`src/rtl/core/triac_phase_angle_dimmer_unit_assert.svh`:
```
// assertion macros for the triac dimmer
// used by triac_phase_angle_dimmer_unit; expects a clk and rst in scope
`ifndef TRIAC_PHASE_ANGLE_DIMMER_UNIT_ASSERT_SVH
`define TRIAC_PHASE_ANGLE_DIMMER_UNIT_ASSERT_SVH

`ifndef SYNTHESIS
`define TPAD_ASSERT(lbl, prop) \
  lbl: assert property (@(posedge clk) disable iff (rst) prop) \
    else $error("tpad assertion failed");
`define TPAD_ASSERT_ALWAYS(lbl, prop) \
  lbl: assert property (@(posedge clk) prop) \
    else $error("tpad assertion failed");
`else
`define TPAD_ASSERT(lbl, prop)
`define TPAD_ASSERT_ALWAYS(lbl, prop)
`endif

`endif

```
`src/rtl/core/tpad_pkg.sv`:
```
// types, constants and channel helpers for the triac dimmer
// no dependencies
package tpad_pkg;

  localparam int LEVEL_W   = 8;
  localparam int HALF_W    = 8;
  localparam int FIFTY_W   = 10;
  localparam int WATCH_W   = 16;
  localparam int TICKS_W   = 18;
  localparam int APB_DW    = 32;
  localparam int APB_AW    = 4;
  localparam int IN_DW     = 24;
  localparam int OUT_DW    = 8;

  localparam logic [LEVEL_W-1:0] MAX_LEVEL_RST = 8'd100;
  localparam logic [HALF_W-1:0]  CAL_HALF_RST  = 8'd10;
  localparam logic [FIFTY_W-1:0] FIFTY_RST     = 10'd183;
  localparam logic [WATCH_W-1:0] TIMEOUT_RST   = 16'd400;

  typedef enum logic [1:0] {
    FUNC_CROSS = 2'd0,
    FUNC_FAST  = 2'd1,
    FUNC_PHASE = 2'd2,
    FUNC_NONE  = 2'd3
  } func_t;

  typedef enum logic [1:0] {
    REG_MAX_LEVEL = 2'd0,
    REG_CAL_HALF  = 2'd1,
    REG_FIFTY     = 2'd2,
    REG_TIMEOUT   = 2'd3
  } reg_idx_t;

  typedef struct packed {
    logic [LEVEL_W-1:0] delay;
    logic               fired;
    logic               gate;
  } chan_t;

  typedef struct packed {
    logic               freq_done;
    logic               measuring;
    logic               is_fifty;
    logic [HALF_W-1:0]  half_left;
    logic [TICKS_W-1:0] ticks;
    logic [WATCH_W-1:0] watch;
    logic               ac_error;
    logic               ac_good;
    logic               fault;
    chan_t              ch_one;
    chan_t              ch_two;
    logic               phase_run;
  } state_t;

  function automatic chan_t load_chan(logic [LEVEL_W-1:0] level,
                                      logic [LEVEL_W-1:0] max_lvl);
    chan_t              c;
    logic [LEVEL_W-1:0] lvl;
    lvl = (level > max_lvl) ? max_lvl : level;
    if (lvl == max_lvl) begin
      c.gate  = 1'b1;
      c.delay = '0;
      c.fired = 1'b1;
    end else begin
      c.delay = max_lvl - lvl;
      c.fired = 1'b0;
      c.gate  = 1'b0;
    end
    return c;
  endfunction

  function automatic chan_t count_chan(chan_t c_in);
    chan_t c;
    c = c_in;
    if (c.delay != '0) begin
      c.delay = c.delay - 1'b1;
    end
    if (c.delay == '0 && !c.fired) begin
      c.gate  = 1'b1;
      c.fired = 1'b1;
    end
    return c;
  endfunction

endpackage

```
`src/rtl/core/triac_phase_angle_dimmer_unit.sv`:
```
// Two-channel triac phase-angle dimmer with mains frequency detection and a
// mains watchdog. Every request is one event (zero cross, fast tick or phase
// tick) or, for the unused kind, no event, and yields exactly one status
// word. One request is taken per clock while the status is not stalled; a
// request passes an input register, the event and supervision logic (longest
// path: 10x8 threshold multiply, 18-bit compare) and the result register; a
// stalled status holds the request in the input register. Registers must
// be written over the APB port only while idle; the block does not check.
// depends on tpad_pkg and triac_phase_angle_dimmer_unit_assert.svh
`include "triac_phase_angle_dimmer_unit_assert.svh"

module triac_phase_angle_dimmer_unit (
  input  logic                          clk,
  input  logic                          rst,
  input  logic                          s_tvalid,
  output logic                          s_tready,
  // cross_pin_low, level_one, level_two
  input  logic [tpad_pkg::IN_DW-1:0]    s_tdata,
  // func
  input  logic [1:0]                    s_tuser,
  output logic                          m_tvalid,
  input  logic                          m_tready,
  // lamp_one_on, lamp_two_on, phase_timer_on, freq_known, mains_is_50hz,
  // mains_ok, mains_fault
  output logic [tpad_pkg::OUT_DW-1:0]   m_tdata,
  input  logic                          psel,
  input  logic                          penable,
  input  logic                          pwrite,
  input  logic [tpad_pkg::APB_AW-1:0]   paddr,
  input  logic [tpad_pkg::APB_DW-1:0]   pwdata,
  output logic [tpad_pkg::APB_DW-1:0]   prdata,
  output logic                          pready
);

  logic [tpad_pkg::LEVEL_W-1:0] max_level;
  logic [tpad_pkg::HALF_W-1:0]  cal_half;
  logic [tpad_pkg::FIFTY_W-1:0] fifty_ticks;
  logic [tpad_pkg::WATCH_W-1:0] timeout;

  logic                          in_valid;
  tpad_pkg::func_t               in_func;
  logic                          in_pin_low;
  logic [tpad_pkg::LEVEL_W-1:0]  in_level_one;
  logic [tpad_pkg::LEVEL_W-1:0]  in_level_two;

  tpad_pkg::state_t              st;
  tpad_pkg::state_t              st_next;
  logic [tpad_pkg::TICKS_W-1:0]  thresh;
  logic                          advance;
  logic                          cfg_wr;
  tpad_pkg::reg_idx_t            cfg_idx;

  // config port
  assign pready  = 1'b1;
  assign cfg_wr  = psel && penable && pwrite && pready;
  assign cfg_idx = tpad_pkg::reg_idx_t'(paddr[3:2]);

  always_ff @(posedge clk) begin
    if (rst) begin
      max_level   <= tpad_pkg::MAX_LEVEL_RST;
      cal_half    <= tpad_pkg::CAL_HALF_RST;
      fifty_ticks <= tpad_pkg::FIFTY_RST;
      timeout     <= tpad_pkg::TIMEOUT_RST;
    end else if (cfg_wr) begin
      unique case (cfg_idx)
        tpad_pkg::REG_MAX_LEVEL: max_level   <= pwdata[tpad_pkg::LEVEL_W-1:0];
        tpad_pkg::REG_CAL_HALF:  cal_half    <= pwdata[tpad_pkg::HALF_W-1:0];
        tpad_pkg::REG_FIFTY:     fifty_ticks <= pwdata[tpad_pkg::FIFTY_W-1:0];
        tpad_pkg::REG_TIMEOUT:   timeout     <= pwdata[tpad_pkg::WATCH_W-1:0];
        default: ;
      endcase
    end
  end

  always_comb begin
    unique case (cfg_idx)
      tpad_pkg::REG_MAX_LEVEL: prdata = tpad_pkg::APB_DW'(max_level);
      tpad_pkg::REG_CAL_HALF:  prdata = tpad_pkg::APB_DW'(cal_half);
      tpad_pkg::REG_FIFTY:     prdata = tpad_pkg::APB_DW'(fifty_ticks);
      tpad_pkg::REG_TIMEOUT:   prdata = tpad_pkg::APB_DW'(timeout);
      default:                 prdata = '0;
    endcase
  end

  // input register
  assign advance  = in_valid && (!m_tvalid || m_tready);
  assign s_tready = !in_valid || advance;

  always_ff @(posedge clk) begin
    if (rst) begin
      in_valid <= 1'b0;
    end else if (s_tready) begin
      in_valid <= s_tvalid;
    end
  end

  always_ff @(posedge clk) begin
    if (s_tvalid && s_tready) begin
      in_func      <= tpad_pkg::func_t'(s_tuser);
      in_pin_low   <= s_tdata[0];
      in_level_one <= s_tdata[8:1];
      in_level_two <= s_tdata[16:9];
    end
  end

  // event and supervision logic
  assign thresh = tpad_pkg::TICKS_W'(fifty_ticks) * tpad_pkg::TICKS_W'(cal_half);

  always_comb begin
    st_next = st;
    unique case (in_func)
      tpad_pkg::FUNC_CROSS: begin
        if (in_pin_low) begin
          st_next.watch    = timeout;
          st_next.ac_error = 1'b0;
          if (!st.freq_done) begin
            if (!st.measuring) begin
              st_next.measuring = 1'b1;
              st_next.ticks     = '0;
              st_next.half_left = cal_half;
            end
            if (st_next.half_left == '0) begin
              st_next.is_fifty  = (st_next.ticks >= thresh);
              st_next.freq_done = 1'b1;
              st_next.measuring = 1'b0;
            end else begin
              st_next.half_left = st_next.half_left - 1'b1;
            end
          end else begin
            st_next.ch_one = tpad_pkg::load_chan(in_level_one, max_level);
            st_next.ch_two = tpad_pkg::load_chan(in_level_two, max_level);
            if (st_next.ch_one.delay != '0 || st_next.ch_two.delay != '0) begin
              st_next.phase_run = 1'b1;
            end
          end
        end
      end
      tpad_pkg::FUNC_FAST: begin
        if (st.measuring && st.ticks != '1) begin
          st_next.ticks = st.ticks + 1'b1;
        end
        if (st.watch != '0) begin
          st_next.watch = st.watch - 1'b1;
        end
      end
      tpad_pkg::FUNC_PHASE: begin
        if (st.phase_run) begin
          st_next.ch_one = tpad_pkg::count_chan(st.ch_one);
          st_next.ch_two = tpad_pkg::count_chan(st.ch_two);
          if (st_next.ch_one.delay == '0 && st_next.ch_two.delay == '0) begin
            st_next.phase_run = 1'b0;
          end
        end
      end
      default: ;
    endcase

    // supervision
    if (st_next.watch == '0 && !st_next.ac_error) begin
      st_next.ac_error  = 1'b1;
      st_next.ac_good   = 1'b0;
      st_next.fault     = 1'b1;
      st_next.freq_done = 1'b0;
    end
    if (!st_next.freq_done && st_next.watch == '0) begin
      st_next.measuring = 1'b0;
      st_next.half_left = cal_half;
      st_next.ticks     = '0;
      st_next.watch     = timeout;
      st_next.fault     = 1'b1;
    end
    if (!st_next.ac_good && !st_next.ac_error && st_next.freq_done) begin
      st_next.ac_good = 1'b1;
      st_next.fault   = 1'b0;
    end
  end

  always_ff @(posedge clk) begin
    if (rst) begin
      st.freq_done <= 1'b0;
      st.measuring <= 1'b0;
      st.is_fifty  <= 1'b0;
      st.half_left <= tpad_pkg::CAL_HALF_RST;
      st.ticks     <= '0;
      st.watch     <= tpad_pkg::TIMEOUT_RST;
      st.ac_error  <= 1'b1;
      st.ac_good   <= 1'b0;
      st.fault     <= 1'b0;
      st.ch_one    <= '0;
      st.ch_two    <= '0;
      st.phase_run <= 1'b0;
    end else if (advance) begin
      st <= st_next;
    end
  end

  // result register
  always_ff @(posedge clk) begin
    if (rst) begin
      m_tvalid <= 1'b0;
    end else if (!m_tvalid || m_tready) begin
      m_tvalid <= in_valid;
    end
  end

  always_ff @(posedge clk) begin
    if (advance) begin
      m_tdata <= {1'b0, st_next.fault, st_next.ac_good, st_next.is_fifty,
                  st_next.freq_done, st_next.phase_run, st_next.ch_two.gate,
                  st_next.ch_one.gate};
    end
  end

  `TPAD_ASSERT(a_good_not_fault, !(st.ac_good && st.fault))
  `TPAD_ASSERT(a_good_needs_freq, st.ac_good |-> st.freq_done)
  `TPAD_ASSERT(a_done_not_measuring, st.freq_done |-> !st.measuring)
  `TPAD_ASSERT(a_request_held, (s_tvalid && s_tready) |=> in_valid)
  `TPAD_ASSERT_ALWAYS(a_reset_idle, rst |=> (!in_valid && !m_tvalid))

endmodule

```
`config.mk`:
```
export PLATFORM = sky130hd
export DESIGN_NAME = triac_phase_angle_dimmer_unit
export DESIGN_NICKNAME = d
export VERILOG_FILES = /design/src/rtl/core/tpad_pkg.sv /design/src/rtl/core/triac_phase_angle_dimmer_unit.sv
export VERILOG_INCLUDE_DIRS = /design/src /design/src/rtl/core
export SDC_FILE = /design/constraint.sdc
export NUM_CORES = 1
export LEC_CHECK = 0
export BUFFER_PORTS_ARGS = -buffer_cell sky130_fd_sc_hd__buf_4
export CAP_MARGIN = 20
export CORE_MARGIN = 5
export CORE_UTILIZATION = 57
export CTS_BUF_LIST = sky130_fd_sc_hd__clkbuf_4
export DETAILED_ROUTE_END_ITERATION = 10
export PLACE_DENSITY = 0.91
export RECOVER_POWER = 50
export SYNTH_ARGS = -nofsm -noshare
export SYNTH_HDL_FRONTEND = slang
export SYNTH_SLANG_ARGS = --single-unit
```
`constraint.sdc`:
```
create_clock -name clk -period 6.3 [get_ports clk]
set_clock_uncertainty 0.15 [all_clocks]
set_input_delay 0.63 -clock clk [delete_from_list [all_inputs] [get_ports clk]]
set_output_delay 0.63 -clock clk [all_outputs]
set_load 0.005 [all_outputs]
```
# Word level (Yosys, flattened, before mapping)
# Index checks and enable logic that the tools add are counted.
totals:
  regBits: 139
  latch_bits: 0
  mem_bits_rw: 0
  mem_bits_ro: 0
  inputBits: 69
  output_inout_bits: 43
  elab_cells: 146
  mem_count: 0
classes:
  addsub: 7
  mul: 1
  div: 0
  order_cmp: 3
  eq_ne: 17
  shift: 0
  n_mux: 44
  bitwise: 0
  reduce_logical: 47
ops:
  columns: ["op", "count"]
  rows:
  - ["32-bit case mux with 4 select lines", 1]
  - ["26-bit two-way mux", 4]
  - ["10-bit two-way mux", 8]
  - ["8-bit two-way mux", 9]
  - ["34-bit case mux with 2 select lines", 1]
  - ["21-bit two-way mux", 3]
  - ["46-bit two-way mux", 1]
  - ["42-bit two-way mux", 1]
  - ["21-bit case mux with 2 select lines", 1]
  - ["8-bit nonzero test", 4]
  - ["29-bit two-way mux", 1]
  - ["8-bit zero test", 3]
  - ["8-bit by 1-bit subtractor with 8-bit output (second input constant)", 3]
  - ["18-bit by 1-bit adder with 18-bit output (second input constant)", 1]
  - ["18-bit >= comparator", 1]
  - ["10-bit by 8-bit multiplier with 18-bit output", 1]
  - ["18-bit two-way mux", 1]
  - ["18-bit != test (second input constant)", 1]
  - ["8-bit == test", 2]
  - ["8-bit greater-than comparator", 2]
  - ["16-bit zero test", 1]
  - ["16-bit two-way mux", 1]
  - ["16-bit nonzero test", 1]
  - ["16-bit by 1-bit subtractor with 16-bit output (second input constant)", 1]
  - ["other kinds (20)", 66]

# Depth between registers and ports, before layout
logic_depth:
  word_depth: 16
  mapped_depth: 28

# Least setup slack after synthesis
# OpenSTA, ideal clock, no wires.
synth_timing:
  path_type: "register -> register"
  start: "register cal_half[4] in the netlist's numbering"
  end: "register m_tdata[4] in the netlist's numbering (data pin)"
  setup_time_ns: 0.254
  arrival_ns: 5.457
  required_time_ns: 5.896
  slack_ns: 0.439
  stages_incl_launch_ff: 24
  path_buffers: 2
  period_less_slack_ns: 5.861
  path_cell_list: "dfxtp_1 > clkbuf_1 > clkbuf_1 > nand2_1 > fa_1 > fa_1 > inv_1 > fa_1 > inv_1 > fa_1 > inv_1 > ha_1 > inv_1 > o21bai_1 > a211oi_1 > nor3_1 > nor3_1 > nor3_1 > xnor2_1 > ha_1 > or4_1 > a211oi_1 > a211oi_1 > a21o_1"
synth_lines:
  columns: ["item", "line", "source"]
  rows:
  - ["start, declared", "triac_phase_angle_dimmer_unit.sv:36", "logic [tpad_pkg::HALF_W-1:0] cal_half;"]
  - ["start signal, assigned", "triac_phase_angle_dimmer_unit.sv:61", "cal_half <= tpad_pkg::CAL_HALF_RST;"]
  - ["start signal, assigned", "triac_phase_angle_dimmer_unit.sv:67", "tpad_pkg::REG_CAL_HALF: cal_half <= pwdata[tpad_pkg::HALF_W-1:0];"]
  - ["end signal, assigned", "triac_phase_angle_dimmer_unit.sv:208", "m_tdata <= {1'b0, st_next.fault, st_next.ac_good, st_next.is_fifty,"]
  - ["end, declared", "triac_phase_angle_dimmer_unit.sv:25", "output logic [tpad_pkg::OUT_DW-1:0] m_tdata,"]

==> summary.txt <==
Status
  • Status: completed

Clocking
  • Clock root cell: clkbuf_4
  • Total CTS buffers: 17
  • TritonCTS clock tree: built
  • Cts hold-fix bufs: 0
  • Clock Tree Buf Depth: 2
  • Htree depth: 4
  • Clk slew on worst S/H paths: about 0.15 ns
  • Clock Latency Late Sink: 0.58 ns
  • Sinks on Clock Net: approximately 140

Routing
  • Antenna Nets Post-Route: 0
  • Drt via density: 6.23
  • Avg WL per Cell: 17.7 µm
  • DR DRC count: 0
  • Initial drt markers: 1136
  • Drt total wl: 31.9 mm
  • First-pass DRT Iterations: 6
  • DR vias: 11200

Critical path
  • R2r setup slk: 0.15 ns
  • Crit path max fanout: 7
  • Slowest CP cell: fa_1
  • Critical Path, Cell by Cell: nand2_1 > fa_1 > fa_1 > inv_1 > fa_1 > inv_1 > fa_1 > inv_1 > ha_1 > inv_1 > o21bai_1 > a211oi_1 > nor3_1 > nor3_1 > nor3_1 > xnor2_1 > ha_1 > o21a_1 > o21ai_0 > nand2b_1 > a21oi_1 > a211oi_1 > a21o_1
  • Slowest stage delay, CP: 0.55 ns
  • CP required: 6.48 ns
  • Setup CP Type: register to register
  • CP startpoint kind: register
  • Crit end category: register
  • Worst path bufs/invs: 4
  • CP arrival: 6.33 ns
  • Worst path top cell family by delay: adder cells

Synthesis
  • Most used DFF post-synth: dfxtp_1
  • Netlist cell types: 74
  • Post-Syn Area: between 0.01 and 0.015 mm²
  • Ys Warns: 0
  • Area leader, netlist: dfxtp_1
  • Most frequent cell after synthesis: nand2_1
  • Ys async rst share: 0
  • Sequential share of the synthesized area: 0.253
  • Number of synthesized flops with an enable pin: 26
  • Largest cells by area after synthesis: dfxtp_1 19%, ha_1 9.7%, fa_1 8.3%
  • Mean post-synth cell area: 8.11 µm²
  • Post-synth top cells: 138 x nand2_1, 120 x nor2_1, 119 x a21oi_1
  • Share of the synthesized area in the top cell type: 0.188
  • Flops & latches, synth: 139
  • Gate Count Post-Synth: approximately 1500

Timing
  • Crit share post-route: 0.976
  • Slew @ Worst Pin: 1.35 ns
  • Slew headroom: 0.101
  • Max Fclk: 163 MHz
  • Tmin final: 6.15 ns
  • Fin. Hold Viols: 0
  • Max-slew violation count: 0
  • Final setup viols: 0

GRT
  • Vias in the first global route: between 10000 and 15000
  • Grt total ovfl: 0
  • First-pass GRT wire length: 52.3 mm
  • Largest net degree at the start of global routing: 75
  • GRT Util Overall: 0.261
  • Antenna violations before repair: 1

Final layout
  • Fin cells: 1804
  • Design area: about 0.013 mm²
  • Utilization after layout: 0.622
  • Post-layout nets: 1727
  • Number of fill cells in the layout: 1735
  • Ratio of cells with drive above 1 in the final layout: 0.106
  • Area Overhead vs Synth: 7.80%

Floorplan
  • Starting Density: 0.577
  • Die X: 155 µm
  • Row count: 53
  • Die area: between 0.02 and 0.025 mm²
  • Chip height: 155 µm
  • Core box area: 0.0209 mm²
  • I/O pins: 112

Placed design
  • Placed cell areas: 0.0127 mm²
  • Inst Count DP: 1770
  • Placed wire-length estimate: between 20 and 25 mm
  • IO buf count: slightly below 70
  • Routability cong.: between 0.9 and 1

Power and ir drop
  • Lkg Pwr: about 5.6 nW
  • Power Density: 152 mW/mm²
  • Peak supply drop: 131 µV

Worst hold path
  • Hold WC Path Type: input port to register

Run
  • Max-cap viol count: 0
-- registers in the layout, indices dropped and copies added, names as in the netlist, 2 cells and up --
register,flops
st,69
timeout,16
fifty_ticks,10
cal_half,8
in_level_one,8
in_level_two,8
max_level,8
m_tdata,7
in_func,2
-- final timing paths --
check                 to            from  depth (start not counted)
min           in_func[0]      s_tuser[0]                          1
min reg2reg  timeout[14]     timeout[14]                          2
max           m_tdata[4]  fifty_ticks[2]                         23
max reg2reg   m_tdata[4]  fifty_ticks[2]                         23
-- worst register-to-register path: stages (launching register included) --
cell and delay [ns]:
dfxtp_1 0.51, nand2_1 0.12, fa_1 0.48, fa_1 0.55, inv_1 0.07, fa_1 0.55, inv_1 0.06, fa_1 0.53
inv_1 0.04, ha_1 0.31, inv_1 0.07, o21bai_1 0.19, a211oi_1 0.12, nor3_1 0.30, nor3_1 0.10, nor3_1 0.31
xnor2_1 0.22, ha_1 0.30, o21a_1 0.10, o21ai_0 0.19, nand2b_1 0.12, a21oi_1 0.27, a211oi_1 0.09, a21o_1 0.16
-- what timing repair did --
action / CTS / global route
endpoints found under the setup margin: 1 / 2
cloned: 0 / 0
pin swaps: 0 / 1
endpoints found under the hold margin: 0 / 0
resized for setup: 1 / 9
buffers inserted: 0 / 1
-- metal layers --
layer,wire [µm],GRT usage
met5,0,0
met4,1100,0.0984
met3,3010,0.0456
met2,15000,0.429
met1,12800,0.343
-- area by class of cell --
| class | count | area (µm²) | share of cell area |
|---|---|---|---|
| diodes | 1 | 2.50 | 0.000193 |
| clock buffers | 17 | 128 | 0.00983 |
| clock inverters | 15 | 130 | 0.0100 |
| inverters | 113 | 424 | 0.0327 |
| multi-input cells | 1148 | 8170 | 0.629 |
| flip-flops and latches | 139 | 3050 | 0.235 |
| well taps | 275 | 344 | 0.0265 |
| repair buffers | 96 | 734 | 0.0566 |
-- placed cells by master (no fill, tap or decap), drive strengths merged, types with 52 or more instances in the layout --
| cell type | n |
|---|---|
| o21ai | 86 |
| nor2 | 120 |
| inv | 121 |
| a21oi | 119 |
| nand2 | 138 |
| and2 | 85 |
| buf | 61 |
| clkbuf | 52 |
| ha | 93 |
| dfxtp | 113 |
-- logic make-up (layout without fill, tap and decap cells) --
group / count (synthesis) / in the layout / synth area share
and+or+nand+nor: 542 / 542 / 0.227
DFF: 139 / 139 / 0.253
other: 2 / 19 / 0.000624
buffers and inverters: 215 / 241 / 0.0759
adders and majority gates: 143 / 143 / 0.180
AOI/OAI and AO/OA: 355 / 355 / 0.184
muxes: 53 / 53 / 0.0526
xor gates and xnor gates: 37 / 37 / 0.0269
-- per-stage QoR --
| step | hold WS (ns) | setup TNS (ns) | power, mW | worst slack, ns |
|---|---|---|---|---|
| floorplan | 0.291 | 0 | 1.30 | 0.439 |
| global placement | 0.304 | 0 | 1.40 | 0.242 |
| detailed placement | 0.324 | 0 | 1.42 | 0.0793 |
| CTS | 0.0400 | 0 | 1.97 | 0.0425 |
| global route | 0.0563 | -0.0526 | 2.07 | -0.0283 |
| finish | 0.0914 | 0 | 1.97 | 0.149 |
-- power breakdown --
| part | total (mW) | switching (mW) | leakage [nW] | internal [mW] |
|---|---|---|---|---|
| logic | 0.456 | 0.267 | 4.24 | 0.188 |
| clock network | 0.559 | 0.389 | 0.145 | 0.170 |
| registers | 0.959 | 0.0295 | 1.17 | 0.930 |
| total | 1.97 | 0.685 | 5.55 | 1.29 |
No activity file was read; power rests on OpenSTA's default activity.
